--- src/hdl/socks5_pkg.sv ---
package socks5_pkg;

    typedef struct packed {
        logic [1:0] operation;
        logic [7:0] rx_byte;
    } in_item_t;

    typedef struct packed {
        logic       tx_valid;
        logic [7:0] tx_byte;
        logic [2:0] status;
        logic [7:0] reply_code;
        logic       last;
    } out_item_t;

    // operation codes
    localparam logic [1:0] OP_START = 2'd0;
    localparam logic [1:0] OP_BYTE  = 2'd1;
    localparam logic [1:0] OP_CLOSE = 2'd2;

    // status codes
    localparam logic [2:0] ST_BUSY    = 3'd0;
    localparam logic [2:0] ST_CONN    = 3'd1;
    localparam logic [2:0] ST_METHREJ = 3'd2;
    localparam logic [2:0] ST_CONNREJ = 3'd3;
    localparam logic [2:0] ST_BADATYP = 3'd4;
    localparam logic [2:0] ST_CLOSED  = 3'd5;

    // configuration register indexes
    localparam logic REG_DEST_ADDRESS = 1'b0;
    localparam logic REG_DEST_PORT    = 1'b1;

    // protocol bytes
    localparam logic [7:0] SOCKS_VER      = 8'h05;
    localparam logic [7:0] NMETHODS_ONE   = 8'h01;
    localparam logic [7:0] METHOD_NO_AUTH = 8'h00;
    localparam logic [7:0] CMD_CONNECT    = 8'h01;
    localparam logic [7:0] RSV_ZERO       = 8'h00;
    localparam logic [7:0] REPLY_OK       = 8'h00;
    localparam logic [7:0] ATYP_IPV4      = 8'h01;
    localparam logic [7:0] ATYP_DOMAIN    = 8'h03;
    localparam logic [7:0] ATYP_IPV6      = 8'h04;
    localparam logic [8:0] SKIP_IPV4      = 9'd6;
    localparam logic [8:0] SKIP_IPV6      = 9'd18;

    // work handed from front to back
    typedef enum logic [1:0] {
        CMD_SINGLE,
        CMD_GREET,
        CMD_REQ
    } cmd_kind_t;

    typedef struct packed {
        cmd_kind_t  kind;
        logic [2:0] status;
        logic [7:0] reply_code;
    } cmd_t;

    localparam int CMDQ_DEPTH = 4;
    localparam int CMDQ_AW    = $clog2(CMDQ_DEPTH);
    localparam int CMDQ_CW    = $clog2(CMDQ_DEPTH + 1);

endpackage

--- src/hdl/socks5_front.sv ---
module socks5_front (
    input  logic                 clk,
    input  logic                 rst_n,
    input  logic                 in_valid,
    input  socks5_pkg::in_item_t in_item,
    output socks5_pkg::cmd_t     cmd
);

    typedef enum logic [2:0] {
        PH_IDLE,
        PH_METHOD,
        PH_HEADER,
        PH_DOMLEN,
        PH_SKIP
    } phase_t;

    phase_t     phase_reg, phase_next;
    logic [1:0] byte_index_reg, byte_index_next;
    logic [8:0] skip_count_reg, skip_count_next;
    logic       header_ok_reg, header_ok_next;
    logic [7:0] saved_reply_reg, saved_reply_next;
    logic [7:0] b;

    assign b = in_item.rx_byte;

    always_comb
    begin
        phase_next       = phase_reg;
        byte_index_next  = byte_index_reg;
        skip_count_next  = skip_count_reg;
        header_ok_next   = header_ok_reg;
        saved_reply_next = saved_reply_reg;
        cmd.kind         = socks5_pkg::CMD_SINGLE;
        cmd.status       = socks5_pkg::ST_BUSY;

        case (in_item.operation)
            socks5_pkg::OP_START:
            begin
                phase_next       = PH_METHOD;
                byte_index_next  = 2'd0;
                skip_count_next  = 9'd0;
                header_ok_next   = 1'b1;
                saved_reply_next = 8'd0;
                cmd.kind         = socks5_pkg::CMD_GREET;
            end
            socks5_pkg::OP_CLOSE:
            begin
                cmd.status = socks5_pkg::ST_CLOSED;
                phase_next = PH_IDLE;
            end
            socks5_pkg::OP_BYTE:
            begin
                case (phase_reg)
                    PH_METHOD:
                    begin
                        if (byte_index_reg == 2'd0)
                        begin
                            header_ok_next  = (b == socks5_pkg::SOCKS_VER);
                            byte_index_next = 2'd1;
                        end
                        else
                        begin
                            byte_index_next = 2'd0;
                            if (header_ok_reg && b == socks5_pkg::METHOD_NO_AUTH)
                            begin
                                phase_next     = PH_HEADER;
                                header_ok_next = 1'b1;
                                cmd.kind       = socks5_pkg::CMD_REQ;
                            end
                            else
                            begin
                                cmd.status = socks5_pkg::ST_METHREJ;
                                phase_next = PH_IDLE;
                            end
                        end
                    end
                    PH_HEADER:
                    begin
                        case (byte_index_reg)
                            2'd0:
                            begin
                                header_ok_next  = (b == socks5_pkg::SOCKS_VER);
                                byte_index_next = 2'd1;
                            end
                            2'd1:
                            begin
                                saved_reply_next = b;
                                byte_index_next  = 2'd2;
                            end
                            2'd2:
                            begin
                                byte_index_next = 2'd3;
                            end
                            default:
                            begin
                                // fourth header byte is the bound address type
                                byte_index_next = 2'd0;
                                if (!header_ok_reg || saved_reply_reg != socks5_pkg::REPLY_OK)
                                begin
                                    cmd.status = socks5_pkg::ST_CONNREJ;
                                    phase_next = PH_IDLE;
                                end
                                else if (b == socks5_pkg::ATYP_IPV4)
                                begin
                                    skip_count_next = socks5_pkg::SKIP_IPV4;
                                    phase_next      = PH_SKIP;
                                end
                                else if (b == socks5_pkg::ATYP_DOMAIN)
                                begin
                                    phase_next = PH_DOMLEN;
                                end
                                else if (b == socks5_pkg::ATYP_IPV6)
                                begin
                                    skip_count_next = socks5_pkg::SKIP_IPV6;
                                    phase_next      = PH_SKIP;
                                end
                                else
                                begin
                                    cmd.status = socks5_pkg::ST_BADATYP;
                                    phase_next = PH_IDLE;
                                end
                            end
                        endcase
                    end
                    PH_DOMLEN:
                    begin
                        // name length plus two port bytes
                        skip_count_next = {1'b0, b} + 9'd2;
                        phase_next      = PH_SKIP;
                    end
                    PH_SKIP:
                    begin
                        if (skip_count_reg <= 9'd1)
                        begin
                            skip_count_next = 9'd0;
                            cmd.status      = socks5_pkg::ST_CONN;
                            phase_next      = PH_IDLE;
                        end
                        else
                        begin
                            skip_count_next = skip_count_reg - 9'd1;
                        end
                    end
                    default:
                    begin
                        phase_next = PH_IDLE;
                    end
                endcase
            end
            default:
            begin
            end
        endcase

        cmd.reply_code = saved_reply_next;
    end

    always_ff @(posedge clk or negedge rst_n)
    begin
        if (!rst_n)
        begin
            phase_reg       <= PH_IDLE;
            byte_index_reg  <= 2'd0;
            skip_count_reg  <= 9'd0;
            header_ok_reg   <= 1'b1;
            saved_reply_reg <= 8'd0;
        end
        else if (in_valid)
        begin
            phase_reg       <= phase_next;
            byte_index_reg  <= byte_index_next;
            skip_count_reg  <= skip_count_next;
            header_ok_reg   <= header_ok_next;
            saved_reply_reg <= saved_reply_next;
        end
    end

endmodule

--- src/hdl/socks5_cmdq.sv ---
module socks5_cmdq (
    input  logic             clk,
    input  logic             rst_n,
    input  logic             push,
    input  socks5_pkg::cmd_t push_data,
    output logic             full,
    input  logic             pop,
    output logic             empty,
    output socks5_pkg::cmd_t head
);

    socks5_pkg::cmd_t                  entry_reg [socks5_pkg::CMDQ_DEPTH];
    logic [socks5_pkg::CMDQ_AW-1:0]    wr_ptr_reg, rd_ptr_reg;
    logic [socks5_pkg::CMDQ_CW-1:0]    count_reg, count_next;
    logic                              do_push, do_pop;

    assign full    = (count_reg == socks5_pkg::CMDQ_CW'(socks5_pkg::CMDQ_DEPTH));
    assign empty   = (count_reg == '0);
    assign do_push = push && !full;
    assign do_pop  = pop && !empty;
    assign head    = entry_reg[rd_ptr_reg];

    always_comb
    begin
        count_next = count_reg;
        if (do_push && !do_pop)
        begin
            count_next = count_reg + 1'b1;
        end
        else if (do_pop && !do_push)
        begin
            count_next = count_reg - 1'b1;
        end
    end

    always_ff @(posedge clk)
    begin
        if (do_push)
        begin
            entry_reg[wr_ptr_reg] <= push_data;
        end
    end

    always_ff @(posedge clk or negedge rst_n)
    begin
        if (!rst_n)
        begin
            wr_ptr_reg <= '0;
            rd_ptr_reg <= '0;
            count_reg  <= '0;
        end
        else
        begin
            if (do_push)
            begin
                wr_ptr_reg <= wr_ptr_reg + 1'b1;
            end
            if (do_pop)
            begin
                rd_ptr_reg <= rd_ptr_reg + 1'b1;
            end
            count_reg <= count_next;
        end
    end

endmodule

--- src/hdl/socks5_back.sv ---
module socks5_back (
    input  logic                  clk,
    input  logic                  rst_n,
    input  logic                  cmd_empty,
    input  socks5_pkg::cmd_t      cmd,
    output logic                  cmd_pop,
    input  logic [31:0]           dest_address,
    input  logic [15:0]           dest_port,
    output logic                  empty,
    input  logic                  pop,
    output socks5_pkg::out_item_t out_item
);

    logic [3:0]            idx_reg, idx_next;
    logic                  out_valid_reg, out_valid_next;
    socks5_pkg::out_item_t out_item_reg, out_item_next;
    logic                  advance;
    logic [3:0]            last_idx;
    logic                  at_last;
    logic [7:0]            req_byte;

    assign empty    = !out_valid_reg;
    assign out_item = out_item_reg;
    assign advance  = !out_valid_reg || pop;

    always_comb
    begin
        case (cmd.kind)
            socks5_pkg::CMD_GREET: last_idx = 4'd2;
            socks5_pkg::CMD_REQ:   last_idx = 4'd9;
            default:               last_idx = 4'd0;
        endcase
    end

    // connect request: header, address and port low byte first
    always_comb
    begin
        case (idx_reg)
            4'd0:    req_byte = socks5_pkg::SOCKS_VER;
            4'd1:    req_byte = socks5_pkg::CMD_CONNECT;
            4'd2:    req_byte = socks5_pkg::RSV_ZERO;
            4'd3:    req_byte = socks5_pkg::ATYP_IPV4;
            4'd4:    req_byte = dest_address[7:0];
            4'd5:    req_byte = dest_address[15:8];
            4'd6:    req_byte = dest_address[23:16];
            4'd7:    req_byte = dest_address[31:24];
            4'd8:    req_byte = dest_port[7:0];
            default: req_byte = dest_port[15:8];
        endcase
    end

    assign at_last = (idx_reg == last_idx);
    assign cmd_pop = advance && !cmd_empty && at_last;

    always_comb
    begin
        out_item_next            = out_item_reg;
        out_valid_next           = out_valid_reg;
        idx_next                 = idx_reg;
        if (advance)
        begin
            out_valid_next = !cmd_empty;
            if (!cmd_empty)
            begin
                out_item_next.reply_code = cmd.reply_code;
                out_item_next.last       = at_last;
                out_item_next.status     = at_last ? cmd.status : socks5_pkg::ST_BUSY;
                idx_next                 = at_last ? 4'd0 : idx_reg + 4'd1;
                case (cmd.kind)
                    socks5_pkg::CMD_GREET:
                    begin
                        out_item_next.tx_valid = 1'b1;
                        case (idx_reg)
                            4'd0:    out_item_next.tx_byte = socks5_pkg::SOCKS_VER;
                            4'd1:    out_item_next.tx_byte = socks5_pkg::NMETHODS_ONE;
                            default: out_item_next.tx_byte = socks5_pkg::METHOD_NO_AUTH;
                        endcase
                    end
                    socks5_pkg::CMD_REQ:
                    begin
                        out_item_next.tx_valid = 1'b1;
                        out_item_next.tx_byte  = req_byte;
                    end
                    default:
                    begin
                        out_item_next.tx_valid = 1'b0;
                        out_item_next.tx_byte  = 8'd0;
                    end
                endcase
            end
        end
    end

    always_ff @(posedge clk)
    begin
        out_item_reg <= out_item_next;
    end

    always_ff @(posedge clk or negedge rst_n)
    begin
        if (!rst_n)
        begin
            out_valid_reg <= 1'b0;
            idx_reg       <= 4'd0;
        end
        else
        begin
            out_valid_reg <= out_valid_next;
            idx_reg       <= idx_next;
        end
    end

endmodule

--- src/hdl/socks5_client_connect_handshake.sv ---
// socks5 client connect handshake, no authentication, ipv4 destination
//
// input queue side: push an item (operation, rx_byte) when full is low.
// result queue side: the oldest result sits on out_item while empty is low,
// pop takes it. config: cfg_write with cfg_index 0 (dest_address) or
// 1 (dest_port) and cfg_data; write only while the block is idle.
//
// a front stage runs the protocol state machine, one item per cycle while full is low, and
// places a command in a 4-entry queue. a back stage expands each command into
// result items, one per cycle while results are popped, into an output register.
// the first result of an item passes through the queue and the output register to the result ports.
// throughput: 1 item per cycle for items giving one result while results are popped; start
// gives 3 result items and the method reply that triggers the request gives 10,
// during which the queue absorbs following items until it fills.
// when pop is held low the output register holds, the back stage stops, and
// full rises once the command queue is full.
// reset clears the state machine, the queue and the output valid flag, not the output data;
// dest_address and dest_port reset to zero.
module socks5_client_connect_handshake (
    input  logic                  clk,
    input  logic                  rst_n,
    input  logic                  push,
    output logic                  full,
    input  socks5_pkg::in_item_t  in_item,
    output logic                  empty,
    input  logic                  pop,
    output socks5_pkg::out_item_t out_item,
    input  logic                  cfg_write,
    input  logic                  cfg_index,
    input  logic [31:0]           cfg_data
);

    logic [31:0]      dest_address_reg;
    logic [15:0]      dest_port_reg;
    logic             accept;
    socks5_pkg::cmd_t front_cmd;
    socks5_pkg::cmd_t head_cmd;
    logic             cmdq_empty;
    logic             cmdq_pop;

    assign accept = push && !full;

    always_ff @(posedge clk or negedge rst_n)
    begin
        if (!rst_n)
        begin
            dest_address_reg <= 32'd0;
            dest_port_reg    <= 16'd0;
        end
        else if (cfg_write)
        begin
            case (cfg_index)
                socks5_pkg::REG_DEST_ADDRESS: dest_address_reg <= cfg_data;
                socks5_pkg::REG_DEST_PORT:    dest_port_reg    <= cfg_data[15:0];
                default:                      dest_port_reg    <= dest_port_reg;
            endcase
        end
    end

    socks5_front u_front (
        .clk      (clk),
        .rst_n    (rst_n),
        .in_valid (accept),
        .in_item  (in_item),
        .cmd      (front_cmd)
    );

    socks5_cmdq u_cmdq (
        .clk       (clk),
        .rst_n     (rst_n),
        .push      (push),
        .push_data (front_cmd),
        .full      (full),
        .pop       (cmdq_pop),
        .empty     (cmdq_empty),
        .head      (head_cmd)
    );

    socks5_back u_back (
        .clk          (clk),
        .rst_n        (rst_n),
        .cmd_empty    (cmdq_empty),
        .cmd          (head_cmd),
        .cmd_pop      (cmdq_pop),
        .dest_address (dest_address_reg),
        .dest_port    (dest_port_reg),
        .empty        (empty),
        .pop          (pop),
        .out_item     (out_item)
    );

endmodule

--- config.mk ---
export PLATFORM = sky130hd
export DESIGN_NAME = socks5_client_connect_handshake
export DESIGN_NICKNAME = d
export VERILOG_FILES = /design/src/hdl/socks5_pkg.sv /design/src/hdl/socks5_front.sv /design/src/hdl/socks5_cmdq.sv /design/src/hdl/socks5_back.sv /design/src/hdl/socks5_client_connect_handshake.sv
export SDC_FILE = /design/constraint.sdc
export NUM_CORES = 1
export LEC_CHECK = 0
export BUFFER_PORTS_ARGS = -buffer_cell sky130_fd_sc_hd__buf_4
export CORE_MARGIN = 2
export CORE_UTILIZATION = 44
export CTS_CLUSTER_SIZE = 30
export DETAILED_ROUTE_END_ITERATION = 8
export MAX_ROUTING_LAYER = met4
export PLACE_DENSITY = 0.61
export SYNTH_ARGS = -nofsm -noshare
export SYNTH_HDL_FRONTEND = slang
export SYNTH_HIERARCHICAL = 1
export SYNTH_SLANG_ARGS = --single-unit
--- constraint.sdc ---
create_clock -name clk -period 4.2 [get_ports clk]
set_input_delay 0.63 -clock clk [delete_from_list [all_inputs] [get_ports clk]]
set_output_delay 0.63 -clock clk [all_outputs]
set_load 0.01 [all_outputs]
==> flow_results.org <==
** Worst setup path
- Cell count along the critical path :: 11
- The critical path contains buffers and inverters numbering 2 combined.
- Walking the worst path, the cells encountered are buf_4 -> mux4_2 -> ha_1 -> or3_4 -> a211oi_4 -> and2_2 -> nand2b_1 -> ha_1 -> inv_1 -> fa_1 -> mux2_2.
- Data arrives at the worst endpoint at 3800 ps.
- Data required time at the worst endpoint :: 4500 ps
- In this run the critical register-to-register path is launched from u_cmdq/rd_ptr_reg[0].
- STA classifies the critical path startpoint as a flip-flop.
- Counting cells, the worst reg-to-reg path comes to 11.
- The setup path with the least slack is of type flip-flop to flip-flop.
- Internal reg-to-reg setup slack :: 700 ps
- In this run the worst path has a maximum fanout of 9.
- Cell family with most CP delay :: adder cells
- Worst r2r dst :: u_cmdq/count_reg[1]
- Crit path top cell by count :: sky130_fd_sc_hd__ha_1
- Largest stage delay, worst path :: 560 ps
- CP max stage cell :: sky130_fd_sc_hd__mux4_2
- STA classifies the critical path endpoint as a flip-flop.

** Floorplanning
- Core area :: 0.0173 mm2
- The die covers 0.0187 mm2.
- Placement row count :: 48
- Starting Density :: 44.9%
- Measured along the x axis, the die boundary spans 137 um.
- The die is 137 um tall.
- Top-level I/O count :: 71

** Final layout
- The post-route netlist has 29.7% of its cells at a drive strength greater than 1.
- Combined area of the multi-input logic cells :: 0.00319 mm2
- Number of flip-flops in the largest register :: 52
- Layout net count :: 726
- The repair_antennas step left the layout with diodes totalling 0.
- In the final layout, flip-flops and latches occupy 0.00427 mm2.
- Area grow syn2layout :: 16.1%
- Final design area excluding fillers :: 0.00901 mm2
- Number of fill cells in the layout :: 1496

** Pwr
- Leakage power summed over all cells :: 3.69 nW
- Max IR drop VDD :: 0.326 mV
- Total power density per cell area :: 615 mW/mm2
- The design draws 0.00554 W.

** Routing
- For this run, design rule violations remaining after detail routing come to 0.
- After detailed routing, the average wire length per cell comes to 19.0 um.
- DR vias/cell :: 5.59
- 1st-iter DRT viols :: 341
- The final route contains 4988 vias.
- DR pass1 iterations :: 5
- Wires add up to 16.9 mm.
- Number of antenna-violating nets in the routed design :: 0

** STA
- Setup repair after global routing left no endpoint under its margin.
- Final period util :: 83.4%
- Measured slew at the worst slew-check pin :: 760 ps
- For this run, the top clock speed supported by timing is 286 MHz.
- Setup violations remaining at the end of the flow were counted as 0.
- Number of max-slew violations in the final report :: 0
- Rel. slew slack :: 49.3%
- Hold is met by 264 ps.
- The final-report hold violation count came to 0.
- For the finished layout, the period the worst path requires is 3500 ps.
- The clock arrives with 10.4 ps of skew.
- Adding up every negative setup slack in the final design gives 0 ps.

** Placed design
- RD Place Congestion :: 0.866
- Summing all placed instances gives a cell area of 0.00840 mm2.
- Number of buffers inserted by port buffering :: 70
- HPWL reported at the end of detailed placement :: 11.7 mm

** Clock network
- Root Buffer :: sky130_fd_sc_hd__clkbuf_16
- Post-CTS repair changed the size of 0 cells.
- TritonCTS clock tree :: done
- Clock latency reported for the late side of the worst-skew pair :: 420 ps
- H-tree levels :: 4
- Clock buffer count from CTS :: 17
- Maximum count of clock buffers along a single path :: 2
- After clock tree synthesis, the clock-pin slew on the worst setup and hold paths is 60 ps.
- In this run, post-CTS hold repair placed 0 buffers.
- Sink count of the clock tree :: 156
- Once the clock tree was built, the setup fixing pass inserted 0 buffers.

** Hold path
- The worst hold path belongs to the class input pin to async pin.

** Synth
- The Yosys step of the flow raised 6 warnings.
- Of the synthesized area, sequential elements account for 55.0%.
- Each instance of the synthesized netlist takes up on average 13.2 um2.
- Count of flip-flops with a built-in enable after synthesis :: 73
- After synthesis, the share of flip-flops with an asynchronous set or reset is 53.2%.
- Most frequently used flop master after synthesis :: sky130_fd_sc_hd__dfrtp_1
- The number of nets in the synthesized netlist is 661.
- The synthesized netlist occupies a cell area of 0.00776 mm2.
- Synthesis instantiated 83 different standard cells from the library.
- The cell count after synthesis came out at 589.
- Counting flops and latches in the post-synthesis netlist gives 156.

** Global route
- Total congestion overflow :: 0
- The number of antenna violations at the first check in global routing was 0.
- Global routing consumed, over all layers together, 19.6% of the routing resources.
- The number of global-route vias before repair is 5130.
- Entering global routing, the biggest net connects 58 pins.
- Wire length of the first global-routing pass :: 27.3 mm

** Status
- The flow ran to the end, and the final reports show no timing, DRC or antenna violations.

** Job
- Across the run, the number of max-cap violations was 0.
-- cells in the final DEF (no fill, tap or decap), drive strengths merged, types with 15 or more instances in the layout --
cell type | Yosys | final
inv | 19 | 22
edfxtp | 73 | 73
mux2 | 51 | 51
nand2 | 43 | 43
nand3 | 28 | 28
nor2 | 28 | 28
clkbuf | 10 | 24
o21ai | 15 | 15
buf | 21 | 77
a21oi | 23 | 23
ha | 23 | 23
dfrtp | 82 | 82
-- worst reg2reg max path: stages (launching register included) --
cell	delay, ps
sky130_fd_sc_hd__dfrtp_1	350
sky130_fd_sc_hd__buf_4	210
sky130_fd_sc_hd__mux4_2	560
sky130_fd_sc_hd__ha_1	220
sky130_fd_sc_hd__or3_4	340
sky130_fd_sc_hd__a211oi_4	400
sky130_fd_sc_hd__and2_2	230
sky130_fd_sc_hd__nand2b_1	90
sky130_fd_sc_hd__ha_1	210
sky130_fd_sc_hd__inv_1	80
sky130_fd_sc_hd__fa_1	430
sky130_fd_sc_hd__mux2_2	280
-- report_power, final --
part	total (W)	internal, W	switching, W	leakage [nW]
Combinational	0.00170	0.000780	0.000924	1.67
Sequential	0.00227	0.00201	0.000257	1.71
Clock	0.00157	0.000978	0.000592	0.307
Total	0.00554	0.00377	0.00177	3.69
-- layer usage --
layer	GRT usage [%]	part of all wire (%)	up-vias	wire, um
met5	-	0	-	0
met4	4.64	0.85	0	144
met3	4.22	4.2	15	716
met2	31.6	49	116	8270
met1	25.7	46	2531	7780
li1	-	-	2326	-
-- kinds of logic (layout without fill, tap and decap cells) --
group,after synthesis,count (layout),synth area share [%]
AOI/OAI and AO/OA,107,107,10.1
muxes,66,66,12.9
DFF,156,156,55.0
and+or+nand+nor,171,171,12.4
xor gates and xnor gates,15,15,1.69
buffers and inverters,50,128,3.93
adders and majority gates,24,24,3.97
-- cell type report --
type / instances / share of cell area [%]
clock buffer: 24 / 5.69
clock inverter: 8 / 1.14
inverter: 19 / 0.791
multi-input combinational: 383 / 35.4
sequential: 156 / 47.4
tap: 225 / 3.12
timing repair buffer: 77 / 6.41
-- worst max-delay path by stage --
stage	startpoint	endpoint	slack [ps]
6_report	u_cmdq/rd_ptr_reg[0]	u_cmdq/count_reg[1]	700
5_1_grt	u_cmdq/rd_ptr_reg[0]	u_cmdq/count_reg[1]	500
4_1_cts	u_cmdq/rd_ptr_reg[0]	u_cmdq/count_reg[1]	670
3_5_place_dp	u_cmdq/rd_ptr_reg[0]	u_cmdq/count_reg[1]	680
3_3_place_gp	u_cmdq/rd_ptr_reg[0]	u_cmdq/count_reg[1]	800
2_1_floorplan	u_cmdq/rd_ptr_reg[0]	u_cmdq/count_reg[1]	1000
-- synthesized netlist by cell type (all sizes together), types with 4 or more instances --
cell type  count  area [um2]
and3           4        25.0
a22o          12         105
o31ai          5        51.3
nor2          28         105
nor3b          7        80.1
o21ai         15        75.1
nand2         43         164
and2           9        66.3
nor3           9        45.0
o22ai          5        31.3
nand3         28         140
or4            4        33.8
a21oi         23         115
mux2          51         691
edfxtp        73        2190
a22oi         10        75.1
buf           21         196
dfrtp         82        2050
nor4           6        58.8
nand2b         7        51.3
nor2b          9        58.8
or3            6        43.8
a31oi          6        37.5
ha            23         288
xnor2          8        70.1
inv           19        71.3
xor2           7        61.3
clkbuf        10        37.5
mux4          13         293
-- through the flow --
stage | std cells | util, % | setup slack [ps]
4_1_cts | 892 | 52.1 | 667
5_1_grt | 892 | 52.1 | 497
3_3_place_gp | 860 | 48.5 | 804
3_5_place_dp | 860 | 48.5 | 677
6_report | 892 | 52.1 | 698
2_1_floorplan | 589 | - | 1000
(Power assumes the default switching activity.)
